[src/rtl/thq_pkg.sv]
// Shared types and constants for the terrain height query block.
// Used by every module under rtl/; depends on nothing.
package thq_pkg;

    localparam int COORD_W  = 11;   // grid coordinate width, covers any grid side up to 1024
    localparam int HEIGHT_W = 24;   // signed Q15.8 height
    localparam int POS_W    = 20;   // signed Q11.8 world position
    localparam int LOW_W    = 9;    // position bits below 512 LSB (one fifth of a cell)
    localparam int OFS_W    = 12;   // in-cell offset, 0 to 2559
    localparam int DIFF_W   = HEIGHT_W + 1;
    localparam int PROD_W   = 38;   // plane numerator width
    localparam int MAG_W    = 26;   // numerator magnitude over 512

    // One cell is 2560 LSB of position; 2560 = 512 * 5.
    localparam logic [OFS_W-1:0] CELL_Q8 = 12'd2560;
    localparam logic [OFS_W:0]   CELL_Q8_SUM = 13'd2560;

    // Floor division by 5 of a biased value: bias 1025 = 205 * 5 keeps it positive.
    localparam logic [11:0] DIV5_BIAS      = 12'd1025;
    localparam logic [12:0] RECIP5_NARROW  = 13'd6554;   // ceil(2^15 / 5)
    localparam int          RECIP5_NARROW_SH = 15;
    localparam logic [9:0]  CELL_BIAS      = 10'd195;    // 205 minus the 10-cell origin
    localparam logic [26:0] RECIP5_WIDE    = 27'd107374183;  // ceil(2^29 / 5)
    localparam int          RECIP5_WIDE_SH = 29;

    localparam int FIFO_AW    = 4;
    localparam int FIFO_DEPTH = 1 << FIFO_AW;

    // Located item: a grid write or a query cell with its in-cell offsets.
    typedef struct packed {
        logic                       valid;
        logic                       query;
        logic                       skip;     // query out of range, or write outside grid
        logic [OFS_W-1:0]           u;
        logic [OFS_W-1:0]           w;
        logic [COORD_W-1:0]         gx;
        logic [COORD_W-1:0]         gz;
        logic signed [HEIGHT_W-1:0] height;
    } cell_t;

    // Query with its four corner heights.
    typedef struct packed {
        logic                       valid;
        logic                       oor;
        logic [OFS_W-1:0]           u;
        logic [OFS_W-1:0]           w;
        logic signed [HEIGHT_W-1:0] h0;   // (gx,   gz)
        logic signed [HEIGHT_W-1:0] h1;   // (gx+1, gz)
        logic signed [HEIGHT_W-1:0] h2;   // (gx,   gz+1)
        logic signed [HEIGHT_W-1:0] h3;   // (gx+1, gz+1)
    } corner_t;

    typedef struct packed {
        logic                       valid;
        logic                       oor;
        logic signed [HEIGHT_W-1:0] height;
    } result_t;

endpackage

[src/rtl/thq_locate.sv]
// Cell location pipeline: floor division of the query position by the cell size.
// Three register stages; depends on thq_pkg.
module thq_locate #(
    parameter int GRID_SIDE = 64
) (
    input  logic                                 clk,
    input  logic                                 rst_n,
    input  logic                                 in_valid,
    input  logic                                 mode,
    input  logic [5:0]                           grid_x,
    input  logic [5:0]                           grid_z,
    input  logic signed [thq_pkg::HEIGHT_W-1:0]  height_in,
    input  logic signed [thq_pkg::POS_W-1:0]     pos_x,
    input  logic signed [thq_pkg::POS_W-1:0]     pos_z,
    output thq_pkg::cell_t                       loc
);

    localparam logic signed [11:0] CELL_MAX = 12'(GRID_SIDE - 2);
    localparam logic [thq_pkg::COORD_W-1:0] SIDE_C = thq_pkg::COORD_W'(GRID_SIDE);

    // Stage 1: floor by 512, bias for the divide by 5
    logic signed [thq_pkg::POS_W:0] nz;
    logic [11:0] ax_next;
    logic [11:0] az_next;

    assign nz      = -$signed({pos_z[thq_pkg::POS_W-1], pos_z});
    assign ax_next = {pos_x[thq_pkg::POS_W-1], pos_x[thq_pkg::POS_W-1:thq_pkg::LOW_W]}
                     + thq_pkg::DIV5_BIAS;
    assign az_next = nz[thq_pkg::POS_W:thq_pkg::LOW_W] + thq_pkg::DIV5_BIAS;

    logic                               s1_valid_reg;
    logic                               s1_query_reg;
    logic [11:0]                        s1_ax_reg;
    logic [11:0]                        s1_az_reg;
    logic [thq_pkg::LOW_W-1:0]          s1_lx_reg;
    logic [thq_pkg::LOW_W-1:0]          s1_lz_reg;
    logic [5:0]                         s1_wx_reg;
    logic [5:0]                         s1_wz_reg;
    logic signed [thq_pkg::HEIGHT_W-1:0] s1_h_reg;

    always_ff @(posedge clk or negedge rst_n)
    begin
        if (!rst_n)
        begin
            s1_valid_reg <= 1'b0;
        end
        else
        begin
            s1_valid_reg <= in_valid;
        end
    end

    always_ff @(posedge clk)
    begin
        s1_query_reg <= mode;
        s1_ax_reg    <= ax_next;
        s1_az_reg    <= az_next;
        s1_lx_reg    <= pos_x[thq_pkg::LOW_W-1:0];
        s1_lz_reg    <= nz[thq_pkg::LOW_W-1:0];
        s1_wx_reg    <= grid_x;
        s1_wz_reg    <= grid_z;
        s1_h_reg     <= height_in;
    end

    // Stage 2: quotient by 5 through a reciprocal multiply
    logic [24:0] prod_x;
    logic [24:0] prod_z;

    assign prod_x = 25'(s1_ax_reg) * 25'(thq_pkg::RECIP5_NARROW);
    assign prod_z = 25'(s1_az_reg) * 25'(thq_pkg::RECIP5_NARROW);

    logic                               s2_valid_reg;
    logic                               s2_query_reg;
    logic [9:0]                         s2_qx_reg;
    logic [9:0]                         s2_qz_reg;
    logic [11:0]                        s2_ax_reg;
    logic [11:0]                        s2_az_reg;
    logic [thq_pkg::LOW_W-1:0]          s2_lx_reg;
    logic [thq_pkg::LOW_W-1:0]          s2_lz_reg;
    logic [5:0]                         s2_wx_reg;
    logic [5:0]                         s2_wz_reg;
    logic signed [thq_pkg::HEIGHT_W-1:0] s2_h_reg;

    always_ff @(posedge clk or negedge rst_n)
    begin
        if (!rst_n)
        begin
            s2_valid_reg <= 1'b0;
        end
        else
        begin
            s2_valid_reg <= s1_valid_reg;
        end
    end

    always_ff @(posedge clk)
    begin
        s2_query_reg <= s1_query_reg;
        s2_qx_reg    <= prod_x[24:thq_pkg::RECIP5_NARROW_SH];
        s2_qz_reg    <= prod_z[24:thq_pkg::RECIP5_NARROW_SH];
        s2_ax_reg    <= s1_ax_reg;
        s2_az_reg    <= s1_az_reg;
        s2_lx_reg    <= s1_lx_reg;
        s2_lz_reg    <= s1_lz_reg;
        s2_wx_reg    <= s1_wx_reg;
        s2_wz_reg    <= s1_wz_reg;
        s2_h_reg     <= s1_h_reg;
    end

    // Stage 3: remainder, cell index, range checks
    logic [11:0]        rx_full;
    logic [11:0]        rz_full;
    logic signed [11:0] gxs;
    logic signed [11:0] gzs;
    logic               q_oor;
    logic               wr_skip;
    thq_pkg::cell_t     cell_next;
    thq_pkg::cell_t     cell_reg;

    assign rx_full = s2_ax_reg - ({s2_qx_reg, 2'b00} + {2'b00, s2_qx_reg});
    assign rz_full = s2_az_reg - ({s2_qz_reg, 2'b00} + {2'b00, s2_qz_reg});
    assign gxs     = $signed({2'b00, s2_qx_reg}) - $signed({2'b00, thq_pkg::CELL_BIAS});
    assign gzs     = $signed({2'b00, s2_qz_reg}) - $signed({2'b00, thq_pkg::CELL_BIAS});
    assign q_oor   = (gxs < 12'sd0) || (gxs > CELL_MAX) || (gzs < 12'sd0) || (gzs > CELL_MAX);
    assign wr_skip = ({5'b00000, s2_wx_reg} >= SIDE_C) || ({5'b00000, s2_wz_reg} >= SIDE_C);

    always_comb
    begin
        cell_next.valid  = s2_valid_reg;
        cell_next.query  = s2_query_reg;
        cell_next.skip   = s2_query_reg ? q_oor : wr_skip;
        cell_next.u      = {rx_full[2:0], s2_lx_reg};
        cell_next.w      = {rz_full[2:0], s2_lz_reg};
        cell_next.gx     = s2_query_reg ? gxs[thq_pkg::COORD_W-1:0] : {5'b00000, s2_wx_reg};
        cell_next.gz     = s2_query_reg ? gzs[thq_pkg::COORD_W-1:0] : {5'b00000, s2_wz_reg};
        cell_next.height = s2_h_reg;
    end

    always_ff @(posedge clk or negedge rst_n)
    begin
        if (!rst_n)
        begin
            cell_reg <= '0;
        end
        else
        begin
            cell_reg <= cell_next;
        end
    end

    assign loc = cell_reg;

endmodule

[config.mk]
export PLATFORM = sky130hd
export DESIGN_NAME = thq_locate
export DESIGN_NICKNAME = d
export VERILOG_FILES = /design/src/rtl/thq_pkg.sv /design/src/rtl/thq_locate.sv
export SDC_FILE = /design/constraint.sdc
export NUM_CORES = 1
export LEC_CHECK = 0
export ABC_CLOCK_PERIOD_IN_PS = 13150
export BUFFER_PORTS_ARGS = -buffer_cell sky130_fd_sc_hd__buf_2
export CAP_MARGIN = 0
export CORE_MARGIN = 3
export CORE_UTILIZATION = 60
export CTS_CLUSTER_SIZE = 10
export DETAILED_ROUTE_END_ITERATION = 7
export GPL_ROUTABILITY_DRIVEN = 0
export HOLD_SLACK_MARGIN = 0.06
export PLACE_DENSITY_LB_ADDON = 0.25
export SLEW_MARGIN = 5
export SYNTH_ARGS = -nofsm -noshare
export SYNTH_HDL_FRONTEND = slang
export SYNTH_SLANG_ARGS = --single-unit
[constraint.sdc]
create_clock -name clk -period 13.15 [get_ports clk]
set_clock_uncertainty 0.15 [all_clocks]
set_input_delay 0.6575 -clock clk [delete_from_list [all_inputs] [get_ports clk]]
set_output_delay 0.6575 -clock clk [all_outputs]
set_load 0.1 [all_outputs]
Yosys cells after proc, flatten, opt, wreduce, memory -nomap -nowiden:

Index checks and enable logic that the tools add are counted.

* output and inout bits: 73
* input port bits: 80
* register bits after elaboration: 235
* logic and storage cells: 49

* add/sub/neg operators: 9
* reductions and logical operators: 3
* $mul: 2
* order comparisons: 4
* multiplexer cells: 3

Operator list (number)
* $mul 12x12->24 const B: 2
* $add 12x11->12 const B: 2
* $gt 11x7->1 const B: 2
* $lt 11x1->1 const B: 2
* $mux 11: 2
* $sub 10x8->11 const B: 2
* $neg 20->21: 1
* $add 3x3->3: 2
* $sub 3x3->3: 2
* $logic_or 1x1->1: 3
* $mux 1: 1

Depth between registers and ports, before layout:

* word-level depth: 6
* gate-level depth with buffers: 16

Worst setup path before layout:

No wires, ideal clock.

* path kind: register to register
* start: register s1_ax_reg[6]
* end: register s2_qx_reg[7]
* period minus slack after synthesis: 4.755 ns
* library setup time: 0.072 ns
* setup slack: 8.395 ns
* stages on the path, launching flop included: 17
* data arrival time: 4.533 ns
* data required time: 12.928 ns
* cell sequence: dfxtp_1 -> ha_1 -> inv_1 -> fa_1 -> inv_1 -> fa_1 -> fa_1 -> inv_1 -> fa_1 -> inv_1 -> ha_1 -> nand3_1 -> nor3_1 -> a221oi_1 -> o21ai_0 -> o41ai_1 -> xnor2_1

* cells in the longest elaborated chain, start to end: 1

Ends and longest elaborated chain
* start: declaration: line thq_locate.sv:33 `logic [11:0] s1_ax_reg;`
* start signal: assignment: line thq_locate.sv:56 `s1_ax_reg <= ax_next;`
* $mul 12x12->24: line thq_locate.sv:69 `assign prod_x = 25'(s1_ax_reg) * 25'(thq_pkg::RECIP5_NARROW);`
* net prod_x[22]: line thq_locate.sv:66 `logic [24:0] prod_x;`
* end signal: assignment: line thq_locate.sv:99 `s2_qx_reg <= prod_x[24:thq_pkg::RECIP5_NARROW_SH];`
* end: declaration: line thq_locate.sv:74 `logic [9:0] s2_qx_reg;`

The timed path passes the listed nets, and every way through them passes these cells.

Final worst setup path:

* start: register s1_ax_reg[2]
* end: register s2_qx_reg[7]

The elaborated chain is that of the path after synthesis.

==> results.yml <==
outcome:
  outcome: "finished, final reports clean"
cts:
  insertion_delay_ns: 0.52
  h-tree-depth: 1
  clock_path_buffers: 3
  cts.sinks: 235
  clk_pin_slew_worst_paths_ns: 0.06
  cts_tree: "done"
  cts_buffers: 28
  cts_resized: 0
  root_buffer: "clkbuf_16"
  postCtsSetupBuffers: 0
floorplan:
  dieHeight_um: 147.4
  core_area_mm2: 0.01953
  rows: 51
  initial_core_util_pct: 61.47
  ios: 153
  die_w_um: 147.4
  die_area_mm2: 0.02174
synthesis:
  synthArstFlopShare_pct: 31.91
  yosysSeqAreaShare_pct: 42.32
  synth-seq-cells: 235
  netlist_instances: 1054
  synth_area_mm2: 0.01200
  yosysWarnings: 0
  synthFlopType: "dfxtp_1"
  ys_types: 59
  synth_area_per_cell_um2: 11.39
  synth_fp_nets: 1394
  synth-edff-count: 0
hold_path:
  hold_class: "input port to register"
  holdPathStages: 1
  whs_endpoint: "s1_wz_reg[3]$_DFF_P_"
  min-delay-start: "grid_z[3]"
sta:
  relSlewSlack_pct: 36.57
  rsz0062_at_grt: "no"
  worst_slew_pin_slew_ns: 0.9515
  finalCritPeriodShare_pct: 39.97
  drv_slew: 0
  finalHoldViolations: 0
  fmax_mhz: 190.2
  setup_viol: 0
  fin_setup_tns_ns: 0
  hold_ws_ns: 0.08123
  min_period_ns: 5.256
final_layout:
  fillers: 1450
  utilization_pct: 71.59
  area_growth_pct: 16.47
  layout-drive-gt1-share_pct: 15.77
  largest_reg_flops: 73
  diodes: 0
  instances_no_fill: 1514
  num-nets-final: 1568
worst_setup_path:
  r2r-start: "s1_ax_reg[2]$_DFF_P_"
  path_class: "register to register"
  cp_cell_sequence: "ha_1 -> xor2_1 -> ha_1 -> fa_1 -> fa_1 -> inv_1 -> fa_1 -> inv_1 -> ha_1 -> a21oi_1 -> o21ai_0 -> a221oi_1 -> o21ai_0 -> o41ai_1 -> xnor2_1"
  cp-start-kind: "register"
  r2r.worst_path.cells: 15
  cpMaxStageDelayCell: "a221oi_1"
  crit_path_end_kind: "register"
  worst-endpoint-required_ns: 13.45
  rrSetupSlack_ns: 7.89
  worst_ep_arrival_time_ns: 5.56
  r2r-end: "s2_qx_reg[7]$_DFF_P_"
  max_stage_delay_ns: 0.65
  path_max_fanout: 6
global_routing:
  grt_usage_pct: 20.84
  grt_antenna_before_repair: 0
  grt_pass1_vias: 7998
  grt-ovfl-total: 0
  grt_pass1_wl_mm: 37.26
  grt_max_degree: 76
routing:
  route.detailed.drc: 0
  vias: 7601
  wl_per_cell_um: 14.47
  drt_wl_total_mm: 21.91
  ant_nets: 0
  firstDrtPassIters: 5
  routed_via_density: 5.020
  drtIter0Drc: 236
run:
  cap_violations: 0
power_and_ir_drop:
  p_leak_nw: 7.052
  power.density_cell_area_mw_per_mm2: 228.6
  vdd_drop_max_mv: 0.1153
place:
  port_buffers: 152
  dp_hpwl_mm: 17.54
  placed_cells: 1459
-- synthesized netlist by cell type (all sizes together), types with 11 or more instances --
cell type / instances / area [µm²]
nor3: 14 / 70.07
xor2: 18 / 157.7
and2: 11 / 68.82
nand2: 29 / 108.9
xnor2: 55 / 481.7
o21ai: 16 / 80.08
ha: 184 / 2302
inv: 191 / 716.9
a21oi: 32 / 171.4
clkbuf: 11 / 41.29
dfrtp: 75 / 1877
dfxtp: 160 / 3203
nand3: 15 / 75.07
nor2: 36 / 135.1
fa: 76 / 1521
-- worst max-delay path, delay by kind of cell (launching register included) --
family	cells	cell delay, ns
adders and majority gates	6	2.53
AOI/OAI and AO/OA	5	1.65
DFF	1	0.43
xor gates and xnor gates	2	0.33
buffers and inverters	2	0.10
-- cell type report --
cell class | count | area, µm² | share of cell area, %
multi-input cells | 615 | 6155 | 44.03
flip-flops and latches | 235 | 5080 | 36.34
repair buffers | 157 | 810.8 | 5.800
clock buffers | 48 | 795.8 | 5.692
inverters | 191 | 716.9 | 5.128
well taps | 265 | 331.6 | 2.372
clock inverters | 3 | 90.09 | 0.6444
-- routing by layer --
layer,global-route usage [%],up-vias,part of all wire [%]
li1,-,3816,-
met3,4.568,33,5.6
met5,0,-,0
met1,27.89,3556,46
met4,4.147,0,1.7
met2,35.51,196,47
-- report_power, final --
| group | internal, mW | switching [mW] | leakage, nW |
|---|---|---|---|
| Sequential | 0.830 | 0.0716 | 2.23 |
| Clock | 0.448 | 0.269 | 0.420 |
| Combinational | 0.557 | 1.02 | 4.40 |
| Total | 1.84 | 1.36 | 7.05 |
-- cells by family (layout without fill, tap and decap cells) --
| kind of cell | count (synthesis) | count (layout) | synth area share (%) |
|---|---|---|---|
| AO/OA/AOI/OAI | 109 | 109 | 6.151 |
| XOR/XNOR | 73 | 73 | 5.327 |
| adder cells (fa/ha/maj) | 260 | 260 | 31.86 |
| buffers and inverters | 204 | 399 | 6.401 |
| flip-flops | 235 | 235 | 42.32 |
| multiplexers | 6 | 6 | 0.5212 |
| AND/OR/NAND/NOR | 167 | 167 | 7.422 |
-- how the worst max path moves through the flow --
| stage | startpoint | cells after the start | to | slack, ns |
|---|---|---|---|---|
| after CTS | s1_ax_reg[1]$_DFF_P_ | 15 | s2_qx_reg[7]$_DFF_P_ | 7.87 |
| final | s1_ax_reg[2]$_DFF_P_ | 15 | s2_qx_reg[7]$_DFF_P_ | 7.89 |
| after global placement | s1_ax_reg[6]$_DFF_P_ | 16 | s2_qx_reg[7]$_DFF_P_ | 8.09 |
| after detailed placement | s1_ax_reg[2]$_DFF_P_ | 15 | s2_qx_reg[7]$_DFF_P_ | 7.90 |
| after floorplan | s1_ax_reg[6]$_DFF_P_ | 16 | s2_qx_reg[7]$_DFF_P_ | 8.39 |
| after global routing | s1_ax_reg[2]$_DFF_P_ | 15 | s2_qx_reg[7]$_DFF_P_ | 7.53 |
-- layout by cell type, fill, tap and decap left out, drive strengths merged, types with 3 or more instances in the layout --
cell / count
inv: 191
ha: 184
dfxtp: 160
buf: 153
fa: 76
dfrtp: 75
xnor2: 55
clkbuf: 48
nor2: 36
a21oi: 32
nand2: 29
xor2: 18
o21ai: 16
nand3: 15
nor3: 14
and2: 11
nor4: 10
and3: 10
a21o: 9
or4: 6
a211oi: 6
o211ai: 5
or2: 5
or3: 5
a31oi: 5
nand4: 5
nor3b: 4
nor2b: 4
o21a: 4
a211o: 4
mux2i: 4
dlygate4sd3: 4
a221oi: 3
nand2b: 3
o41ai: 3
nor4b: 3
-- per-stage QoR --
stage	cell area (µm²)	total power [mW]	setup slack, ns
after floorplan	12000	2.161	8.395
after global placement	13050	2.450	8.091
after detailed placement	13050	2.493	7.902
after CTS	13970	3.228	7.871
after global routing	13980	3.468	7.530
final	13980	3.196	7.894
-- repair_timing --
item / 4_1_cts / 5_1_grt
endpoints found under the hold margin: 3 / 1
hold buffers: 3 / 1
endpoints found under the setup margin: 0 / 0
No activity file was read; power rests on OpenSTA's default activity.
