==> src/rtl/thq_pkg.sv <==
// Shared types and constants for the terrain height query block.
// Used by every module under rtl/; depends on nothing.
package thq_pkg;

    localparam int COORD_W  = 11;   // grid coordinate width, covers any grid side up to 1024
    localparam int HEIGHT_W = 24;   // signed Q15.8 height
    localparam int POS_W    = 20;   // signed Q11.8 world position
    localparam int LOW_W    = 9;    // position bits below 512 LSB (one fifth of a cell)
    localparam int OFS_W    = 12;   // in-cell offset, 0 to 2559
    localparam int DIFF_W   = HEIGHT_W + 1;
    localparam int PROD_W   = 38;   // plane numerator width
    localparam int MAG_W    = 26;   // numerator magnitude over 512

    // One cell is 2560 LSB of position; 2560 = 512 * 5.
    localparam logic [OFS_W-1:0] CELL_Q8 = 12'd2560;
    localparam logic [OFS_W:0]   CELL_Q8_SUM = 13'd2560;

    // Floor division by 5 of a biased value: bias 1025 = 205 * 5 keeps it positive.
    localparam logic [11:0] DIV5_BIAS      = 12'd1025;
    localparam logic [12:0] RECIP5_NARROW  = 13'd6554;   // ceil(2^15 / 5)
    localparam int          RECIP5_NARROW_SH = 15;
    localparam logic [9:0]  CELL_BIAS      = 10'd195;    // 205 minus the 10-cell origin
    localparam logic [26:0] RECIP5_WIDE    = 27'd107374183;  // ceil(2^29 / 5)
    localparam int          RECIP5_WIDE_SH = 29;

    localparam int FIFO_AW    = 4;
    localparam int FIFO_DEPTH = 1 << FIFO_AW;

    // Located item: a grid write or a query cell with its in-cell offsets.
    typedef struct packed {
        logic                       valid;
        logic                       query;
        logic                       skip;     // query out of range, or write outside grid
        logic [OFS_W-1:0]           u;
        logic [OFS_W-1:0]           w;
        logic [COORD_W-1:0]         gx;
        logic [COORD_W-1:0]         gz;
        logic signed [HEIGHT_W-1:0] height;
    } cell_t;

    // Query with its four corner heights.
    typedef struct packed {
        logic                       valid;
        logic                       oor;
        logic [OFS_W-1:0]           u;
        logic [OFS_W-1:0]           w;
        logic signed [HEIGHT_W-1:0] h0;   // (gx,   gz)
        logic signed [HEIGHT_W-1:0] h1;   // (gx+1, gz)
        logic signed [HEIGHT_W-1:0] h2;   // (gx,   gz+1)
        logic signed [HEIGHT_W-1:0] h3;   // (gx+1, gz+1)
    } corner_t;

    typedef struct packed {
        logic                       valid;
        logic                       oor;
        logic signed [HEIGHT_W-1:0] height;
    } result_t;

endpackage

==> src/rtl/thq_out_fifo.sv <==
// Result queue with a credit count that covers queries still in the pipeline,
// so the pipeline itself never stalls. Depends on thq_pkg.
module thq_out_fifo (
    input  logic                                 clk,
    input  logic                                 rst_n,
    input  thq_pkg::result_t                     push,
    input  logic                                 claim,
    output logic                                 room,
    output logic                                 out_valid,
    input  logic                                 out_ready,
    output logic signed [thq_pkg::HEIGHT_W-1:0]  out_height,
    output logic                                 out_oor
);

    localparam int ENTRY_W = thq_pkg::HEIGHT_W + 1;

    logic [ENTRY_W-1:0]          fifo_mem [thq_pkg::FIFO_DEPTH];
    logic [thq_pkg::FIFO_AW-1:0] wr_ptr_reg;
    logic [thq_pkg::FIFO_AW-1:0] rd_ptr_reg;
    logic [thq_pkg::FIFO_AW:0]   count_reg;
    logic [thq_pkg::FIFO_AW:0]   count_next;
    logic [thq_pkg::FIFO_AW:0]   credit_reg;
    logic [thq_pkg::FIFO_AW:0]   credit_next;
    logic                        pop;

    assign pop       = out_valid && out_ready;
    assign out_valid = count_reg != '0;
    assign room      = credit_reg < (thq_pkg::FIFO_AW + 1)'(thq_pkg::FIFO_DEPTH);

    // credit counts accepted queries not yet handed out
    assign credit_next = credit_reg + (thq_pkg::FIFO_AW + 1)'(claim)
                         - (thq_pkg::FIFO_AW + 1)'(pop);
    assign count_next  = count_reg + (thq_pkg::FIFO_AW + 1)'(push.valid)
                         - (thq_pkg::FIFO_AW + 1)'(pop);

    always_ff @(posedge clk or negedge rst_n)
    begin
        if (!rst_n)
        begin
            wr_ptr_reg <= '0;
            rd_ptr_reg <= '0;
            count_reg  <= '0;
            credit_reg <= '0;
        end
        else
        begin
            if (push.valid)
            begin
                wr_ptr_reg <= wr_ptr_reg + 1'b1;
            end
            if (pop)
            begin
                rd_ptr_reg <= rd_ptr_reg + 1'b1;
            end
            count_reg  <= count_next;
            credit_reg <= credit_next;
        end
    end

    always_ff @(posedge clk)
    begin
        if (push.valid)
        begin
            fifo_mem[wr_ptr_reg] <= {push.oor, push.height};
        end
    end

    assign out_height = $signed(fifo_mem[rd_ptr_reg][thq_pkg::HEIGHT_W-1:0]);
    assign out_oor    = fifo_mem[rd_ptr_reg][thq_pkg::HEIGHT_W];

endmodule

==> config.mk <==
export PLATFORM = sky130hd
export DESIGN_NAME = thq_out_fifo
export DESIGN_NICKNAME = d
export VERILOG_FILES = /design/src/rtl/thq_pkg.sv /design/src/rtl/thq_out_fifo.sv
export SDC_FILE = /design/constraint.sdc
export NUM_CORES = 1
export LEC_CHECK = 0
export ABC_AREA = 0
export BUFFER_PORTS_ARGS = -buffer_cell sky130_fd_sc_hd__buf_2
export CAP_MARGIN = 10
export CELL_PAD_IN_SITES_DETAIL_PLACEMENT = 1
export CELL_PAD_IN_SITES_GLOBAL_PLACEMENT = 2
export CORE_MARGIN = 3
export CORE_UTILIZATION = 52
export CTS_BUF_LIST = sky130_fd_sc_hd__clkbuf_16
export CTS_CLUSTER_SIZE = 25
export DETAILED_ROUTE_END_ITERATION = 16
export PLACE_DENSITY_LB_ADDON = 0.1
export REMOVE_ABC_BUFFERS = 1
export SYNTH_ARGS = -nofsm -noshare
export SYNTH_HDL_FRONTEND = slang
export SYNTH_SLANG_ARGS = --single-unit
==> constraint.sdc <==
create_clock -name clk -period 9.45 [get_ports clk]
set_clock_uncertainty 0.1 [all_clocks]
set_input_delay 1.89 -clock clk [delete_from_list [all_inputs] [get_ports clk]]
set_output_delay 1.89 -clock clk [all_outputs]
set_load 0.005 [all_outputs]
Word level (Yosys, flattened, before mapping):

Memories as Yosys holds them, arrays and structs flattened.
Cells that the tools add are included.
Widths: inputs -> output; s select.

* magnitude comparators: 1
* reduce and logical (&&, ||, !) cells: 2
* add/subtract/negate cells: 6
* muxes and demuxes: 2

Operators with widths (count)
* $add 5x1->5: 2
* $sub 5x1->5: 2
* $add 4x1->4 const B: 2
* $lt 5x5->1 const B: 1
* $reduce_bool 5->1: 1
* $mux 1: 2
* $logic_and 1x1->1: 1

* logic and storage cells: 16
* register bits: 18
* memories: 1
* bits of input ports: 30
* memory bits (writable): 400

Memory list
* fifo_mem: words 16, width 25, rd ports 1, clocked after memory_dff 0, write ports 1, line thq_out_fifo.sv:17 `logic [ENTRY_W-1:0] fifo_mem [thq_pkg::FIFO_DEPTH];`

Logic depth before layout (Yosys ltp):

Gate-level depths: netlist of run 1.

* word-level depth: 3
* gate-level depth with buffers: 14
* gate-level depth less buffers: 13

Least setup slack after synthesis of run 1:

Ideal clock, no wire load.

* path kind: input to register
* start point: input push[25] in the netlist's numbering
* end point: memory fifo_mem[3][0] in the netlist's numbering, enable pin
* path slack: 4876 ps
* library setup time: 438 ps
* path buffers: 1
* stages on the path: 3
* arrival time: 4036 ps
* path through: clkbuf_1 nand2_1 nor3_1

* longest elaborated chain between the ends: 2

Ends and longest elaborated chain
* start: declaration: line thq_out_fifo.sv:6 `input thq_pkg::result_t push,`
* $mux 1: line thq_out_fifo.sv:62 `if (push.valid)`
* $mux 1 (not written as such): line thq_out_fifo.sv:64 `fifo_mem[wr_ptr_reg] <= {push.oor, push.height};`
* end: declaration: line thq_out_fifo.sv:17

No other way between the ends.

Final worst setup path of run 1:

* start point: register rd_ptr_reg[0] in the netlist's numbering
* end point: output out_height[4] in the netlist's numbering

* longest elaborated chain between the ends: 1

Ends and longest elaborated chain
* start: declaration: line thq_out_fifo.sv:19 `logic [thq_pkg::FIFO_AW-1:0] rd_ptr_reg;`
* start signal: assignment: line thq_out_fifo.sv:53 `rd_ptr_reg <= rd_ptr_reg + 1'b1;`
* $mem_v2 16x25
* end: declaration: line thq_out_fifo.sv:11 `output logic signed [thq_pkg::HEIGHT_W-1:0] out_height,`

No other way between the ends.

==> results of run 1 <==
layer usage:
layer / GRT usage [%] / up-vias / share of wire (%) / wire length [um]
met1: 32.0 / 4147 / 42 / 15300
met4: 4.54 / 2 / 1.6 / 579
met5: 0 / - / 0.019 / 7
li1: - / 3180 / - / -
met3: 3.57 / 50 / 5.8 / 2110
met2: 38.1 / 254 / 51 / 18600
power groups by stage:
| stage | Combinational (mW) | Sequential (mW) | Clock, mW |
|---|---|---|---|
| 2_1_floorplan | 1.02 | 2.50 | 0 |
| 3_3_place_gp | 1.54 | 2.44 | 0 |
| 3_5_place_dp | 1.59 | 2.46 | 0 |
| 4_1_cts | 1.60 | 2.43 | 1.57 |
| 5_1_grt | 1.71 | 2.45 | 1.64 |
| 6_report | 1.57 | 2.42 | 1.54 |
Yosys cell counts, drive strengths merged:
cell / number
nand2: 33
mux2: 1
edfxtp: 400
or4b: 1
a22oi: 50
inv: 21
xnor2: 10
clkbuf: 22
nand4: 2
o21bai: 1
and2: 2
nand2b: 5
mux4: 100
buf: 15
xor2: 4
a21o: 3
fa: 2
nor2: 15
nor2b: 2
ha: 16
o21ai: 1
nor3: 2
dfrtp: 18
a21oi: 4
final cells by class:
cell class,count,area [um2],share of cell area (%)
well taps,390,488,2.68
clock inverters,32,158,0.866
repair buffers,76,430,2.36
clock buffers,45,1130,6.18
inverters,21,78.8,0.433
multi-input cells,254,3460,19.0
flip-flops and latches,418,12500,68.5
path summary, 6_finish.rpt:
path / start / to / slack [ns] / depth (start not counted)
hold / removal: wr_ptr_reg[0] / wr_ptr_reg[0] / 0.46 / 1
setup reg to reg: count_reg[3] / credit_reg[4] / 6.54 / 13
hold reg to reg: wr_ptr_reg[0] / wr_ptr_reg[0] / 0.46 / 1
max in group asynchronous: rst_n / rd_ptr_reg[1] / 7.67 / 1
setup / recovery: rd_ptr_reg[0] / out_height[4] / 3.56 / 5
min in group asynchronous: rst_n / count_reg[3] / 1.21 / 1
cells in the final DEF, fill, tap and decap left out:
master and instances:
edfxtp_1 400, mux4_2 100, buf_2 56, a22oi_1 50
clkbuf_16 45, nand2_1 33, inv_1 32, buf_4 20
ha_1 16, dfrtp_1 16, nor2_4 14, clkinv_1 11
xnor2_1 10, clkinv_2 9, nand2b_1 5, a21oi_1 4
xor2_1 4, a21o_1 3, nor2b_2 2, nor3_2 2
nand4_1 2, fa_1 2, dfrtp_4 2, o21bai_1 1
and2_1 1, nor2_2 1, or4b_4 1, o21ai_0 1
and2_4 1, mux2_4 1, bufinv_16 1
metrics by stage:
stage | hold slack (ns) | instances
after floorplan | 0.393 | 693
after global placement | 0.448 | 1159
after detailed placement | 0.466 | 1159
after CTS | 0.479 | 1236
after global routing | 0.504 | 1236
final | 0.464 | 1236
cells by family after synthesis:
family          share of synthesized area [%]
compound gates                           2.68
xor+xnor                                0.763
fa+ha+maj                                1.49
buf+inv                                  1.70
flops                                    77.5
mux                                      14.1
simple gates                             1.71
==> metrics.md, run 1 <==
| Metric | Value |
|---|---|
| Worst path cell trace | `buf_4 > mux4_2 > a22oi_1 > nand2_1 > buf_2` |
| IO Pins | `57` |
| Routed vias | `7,633` |
| Initial antenna violation count | `1` |
| WL per Instance | `29.6 um` |
| Final Hold Vio Count | `0` |
| CP arrival | `3.90 ns` |
| Number of flip-flops in the largest register | `400` |
| Net switching power | `1.67 mW` |
| First-pass GRT wire length | `54,500 um` |
| Synth area leader | `edfxtp_1` |
| H-tree Lvls | `2` |
| Critical path data required time | `7.46 ns` |
| Setup TNS | `0 ns` |
| Dpl ws | `4.04 ns` |
| Post-Layout Inst Area | `18,200 um2` |
| Post-CTS setup buffers | `0` |
| Rel. slew slack | `17.2%` |
| DRT Pass-1 Iters | `5` |
| Critical Path Fanout Max | `53` |
| # DRC | `0` |
| Fmax | `0.170 GHz` |
| Combinational Power Share | `28.4%` |
| Clock Power Share | `27.9%` |
| Final core occ | `60.6%` |
| Total grt overflow | `0` |
| CP max-delay cell | `dfrtp_4` |
| RSZ-0062 raised after global routing | `no` |
| Sw Share | `30.1%` |
| Synth Register Bits | `418` |
| Reg clk slew, reported paths | `0.06 ns` |
| Ratio of cells with drive above 1 in the final layout | `30.1%` |
| Gpl congestion | `0.728` |
| GRT Util Overall | `22.6%` |
| Full die area | `33,100 um2` |
| Worst Setup Start Kind | `register` |
| Delay-heaviest family, CP | `buffers and inverters` |
| Dpl hpwl | `19,600 um` |
| Inserted Clock Buffers | `42` |
| Synth top area cells | `edfxtp_1 75%, mux4_2 14%, dfrtp_1 2.8%` |
| Die Y | `182 um` |
| Final worst slack | `3.56 ns` |
| Tot Pwr | `5.53 mW` |
| Layout Nets | `861` |
| Crit end category | `output pin` |
| Final ANT Viol Nets | `0` |
| Initial Util | `53.5%` |
| Number of global-route vias before repair | `8,315` |
| Synth Cell Area | `16,100 um2` |
| Root Driver | `clkbuf_16` |
| Synth top area share | `74.7%` |
| Outcome | `complete, no violations` |
| Cell Int Power | `3.86 mW` |
| Pwr dens | `304 nW/um2` |
| Yosys warns | `0` |
| Buffers & Inverters on Critical Path | `2` |
| Area growth, synth to finish | `13.3%` |
| Final setup vio count | `0` |
| Fin crit share | `62.3%` |
| Via density | `6.18` |
| Syn avg cell area | `22.0 um2` |
| Hold Crit Class | `register to register` |
| Max-cap violations | `0` |
| Slew Viols, Final | `0` |
| Placed Area | `16,900 um2` |
| Core area | `30,000 um2` |
| Peak VDD IR | `0.241 mV` |
| Min Tclk post-route | `5.89 ns` |
| Clock Tree Buf Depth | `3` |
| Crit-path max cell delay | `1.12 ns` |
| Row count | `63` |
| Largest net degree at the start of global routing | `84` |
| Hold-fix buffers at CTS | `0` |
| Skew-Pair Late Insertion Delay | `0.52 ns` |
| Worst-margin pin slew | `1.24 ns` |
| Seq/Total Area, Yosys | `77.5%` |
| Filler instances | `2,508` |
| Syn Inst Count | `730` |
| Buffers on Ports | `56` |
| Lkg Pwr | `6.05 nW` |
| Yosys cell types | `28` |
| Worst setup path class | `register to output pin` |
| ANT cells | `0` |
| Die W | `182 um` |
| Sequential power share | `43.7%` |
| Clock sinks | `418` |
| First DRT Iteration DRCs | `711` |
| Final wirelength | `36,600 um` |
| CTS tree | `built` |
| Post-CTS sizing | `0` |
Note: power is estimated with default switching activity, not from simulation.
==> run 2, diff against run 1 <==
- CORE_UTILIZATION: 52 -> 44
- clock period: 9.45 -> 5 ns (I/O delays scaled with it)
==> metrics.md, run 2 (same netlist as run 1, synthesis figures left out) <==
| Metric | Value |
|---|---|
| Outcome | `complete, no violations` |
| Crit end category | `output pin` |
| Sequential power share | `44.3% (+0.6 points)` |
| Worst R2R Path Depth | `13 (unchanged)` |
| DRT Pass-1 Iters | `5 (unchanged)` |
| Min Tclk post-route | `4.05 ns` |
| IO Pins | `57 (unchanged)` |
| Clock sinks | `418 (unchanged)` |
| Hold Crit Class | `input port to asynchronous set/reset pin` |
| FF+latch area | `12,500 um2 (unchanged)` |
| CTS tree | `built` |
| Number of flip-flops in the largest register | `400 (unchanged)` |
| Slew Viols, Final | `0 (unchanged)` |
| Final hold slack | `0.296 ns (-0.169 ns)` |
| Hold-fix buffers at CTS | `0 (unchanged)` |
| Placed instance count | `1,232 (+6.3%)` |
| Peak VDD IR | `0.281 mV (+17%)` |
| Critical path data required time | `3.90 ns (-3.56 ns)` |
| Routed vias | `7,471 (-2.1%)` |
| Combinational Power Share | `28.4% (about the same)` |
| Max-cap violations | `0 (unchanged)` |
| Worst-margin pin slew | `1.14 ns (-0.101 ns)` |
| Pwr dens | `569 nW/um2 (+87%)` |
| First DRT Iteration DRCs | `604 (-15%)` |
| Final worst slack | `0.951 ns (-2.61 ns)` |
| Row count | `69 (+9.5%)` |
| Final setup vio count | `0 (unchanged)` |
| Area of the multi-input gates | `3460 um2 (about the same)` |
| Final cell count without fillers | `1,304 (+5.5%)` |
| ANT cells | `0 (unchanged)` |
| Gpl congestion | `0.700 (-3.8%)` |
| Die Y | `197 um (+8.4%)` |
| Fin crit share | `81.0%` |
| Commonest cells after routing, fill and taps aside | `400 x edfxtp_1, 100 x mux4_2, 56 x buf_2, 50 x a22oi_1, 45 x clkbuf_16` |
| Sw Share | `30.1% (about the same)` |
| Core area | `35,800 um2 (+19%)` |
| Net switching power | `3.14 mW (+88%)` |
| # DRC | `0 (unchanged)` |
| Setup TNS | `0 ns (unchanged)` |
| Commonest non-fill, non-tap cell in the layout | `edfxtp_1` |
| Final ANT Viol Nets | `0 (unchanged)` |
| Critical Path Fanout Max | `32 (-40%)` |
| Rel. slew slack | `23.8% (+6.6 points)` |
| Final wirelength | `37,000 um (+1.3%)` |
| Inserted Clock Buffers | `44 (+4.8%)` |
| Final Hold Vio Count | `0 (unchanged)` |
| H-tree Lvls | `2 (unchanged)` |
| Dpl ws | `1.46 ns (-2.58 ns)` |
| Area growth, synth to finish | `13.9%` |
| Post-CTS setup buffers | `0 (unchanged)` |
| Initial antenna violation count | `1 (unchanged)` |
| Cell Int Power | `7.27 mW (+88%)` |
| Fmax | `0.247 GHz` |
| GRT Util Overall | `19.6% (-3.0 points)` |
| Largest net degree at the start of global routing | `68 (-19%)` |
| Number of global-route vias before repair | `8,368 (+0.64%)` |
| Layout Nets | `865 (+0.46%)` |
| Post-CTS sizing | `0 (unchanged)` |
| Post-Layout Inst Area | `18,300 um2 (+0.53%)` |
| CP arrival | `2.95 ns (-0.95 ns)` |
| Die W | `197 um (+8.4%)` |
| Ratio of cells with drive above 1 in the final layout | `30.1% (about the same)` |
| Buffers on Ports | `56 (unchanged)` |
| Clock Tree Buf Depth | `3 (unchanged)` |
| Skew-Pair Late Insertion Delay | `0.54 ns (+0.02 ns)` |
| Reg2Reg Setup Slack | `2.06 ns (-4.48 ns)` |
| First-pass GRT wire length | `55,500 um (+1.8%)` |
| Reg clk slew, reported paths | `0.06 ns (about the same)` |
| Lkg Pwr | `6.04 nW (about the same)` |
| Total grt overflow | `0 (unchanged)` |
| Filler instances | `3,127 (+25%)` |
| Dpl hpwl | `20,200 um (+3.0%)` |
| Worst setup path class | `register to output pin` |
| Capturing point of the worst reg2reg path | `count_reg[4]` |
| Worst Setup Start Kind | `register` |
| Initial Util | `44.9% (-8.7 points)` |
| RR Startpoint | `count_reg[3]` |
| Root Driver | `clkbuf_16` |
| RSZ-0062 raised after global routing | `no` |
| Full die area | `38,900 um2 (+18%)` |
| Placed Area | `17,100 um2 (+0.84%)` |
| Clock Power Share | `27.3% (-0.6 points)` |
| WL per Instance | `28.4 um (-4.0%)` |
| Via density | `5.73 (-7.2%)` |
## run 2: per-layer routing
metal / wire length [um] / global-route usage [%] / vias to the layer above
met5: 7 / 0 / -
met4: 560 / 4.07 / 2
met3: 1480 / 2.80 / 40
met2: 19000 / 33.9 / 152
met1: 16000 / 27.1 / 4093
li1: - / - / 3184
## run 2: critical path, stage by stage, from the launching register on
cell and delay (ns):
dfrtp_4 0.89, buf_4 0.46, mux4_2 0.55, a22oi_1 0.20
nand2_1 0.15, buf_2 0.15
## run 2: area by class of cell
type / instances / share of cell area, %
flip-flops and latches: 418 / 68.1
clock buffers: 45 / 6.15
clock inverters: 27 / 0.608
multi-input cells: 254 / 18.9
inverters: 21 / 0.431
repair buffers: 78 / 2.64
well taps: 461 / 3.15
## run 2: how the worst max path moves through the flow
stage                endpoint     startpoint  cells past startpoint
2_1_floorplan   out_height[0]  rd_ptr_reg[0]                      3
3_3_place_gp    out_height[6]  rd_ptr_reg[0]                      5
3_5_place_dp   out_height[15]  rd_ptr_reg[0]                      5
4_1_cts        out_height[15]  rd_ptr_reg[0]                      5
5_1_grt        out_height[15]  rd_ptr_reg[0]                      5
6_report       out_height[15]  rd_ptr_reg[0]                      5
## run 2: through the flow
step / util (%) / power, mW
global placement: 47.6 / 7.61
detailed placement: 47.6 / 7.72
floorplan: - / 6.64
CTS: 51.1 / 10.6
global route: 51.1 / 11.0
finish: 51.1 / 10.4
## run 2: power groups by stage
stage               sequential (mW)  combinational, mW  clock [mW]
global route                   4.66               3.24        3.07
floorplan                      4.72               1.92           0
global placement               4.66               2.95           0
detailed placement             4.70               3.03           0
CTS                            4.63               3.04        2.93
finish                         4.61               2.96        2.84
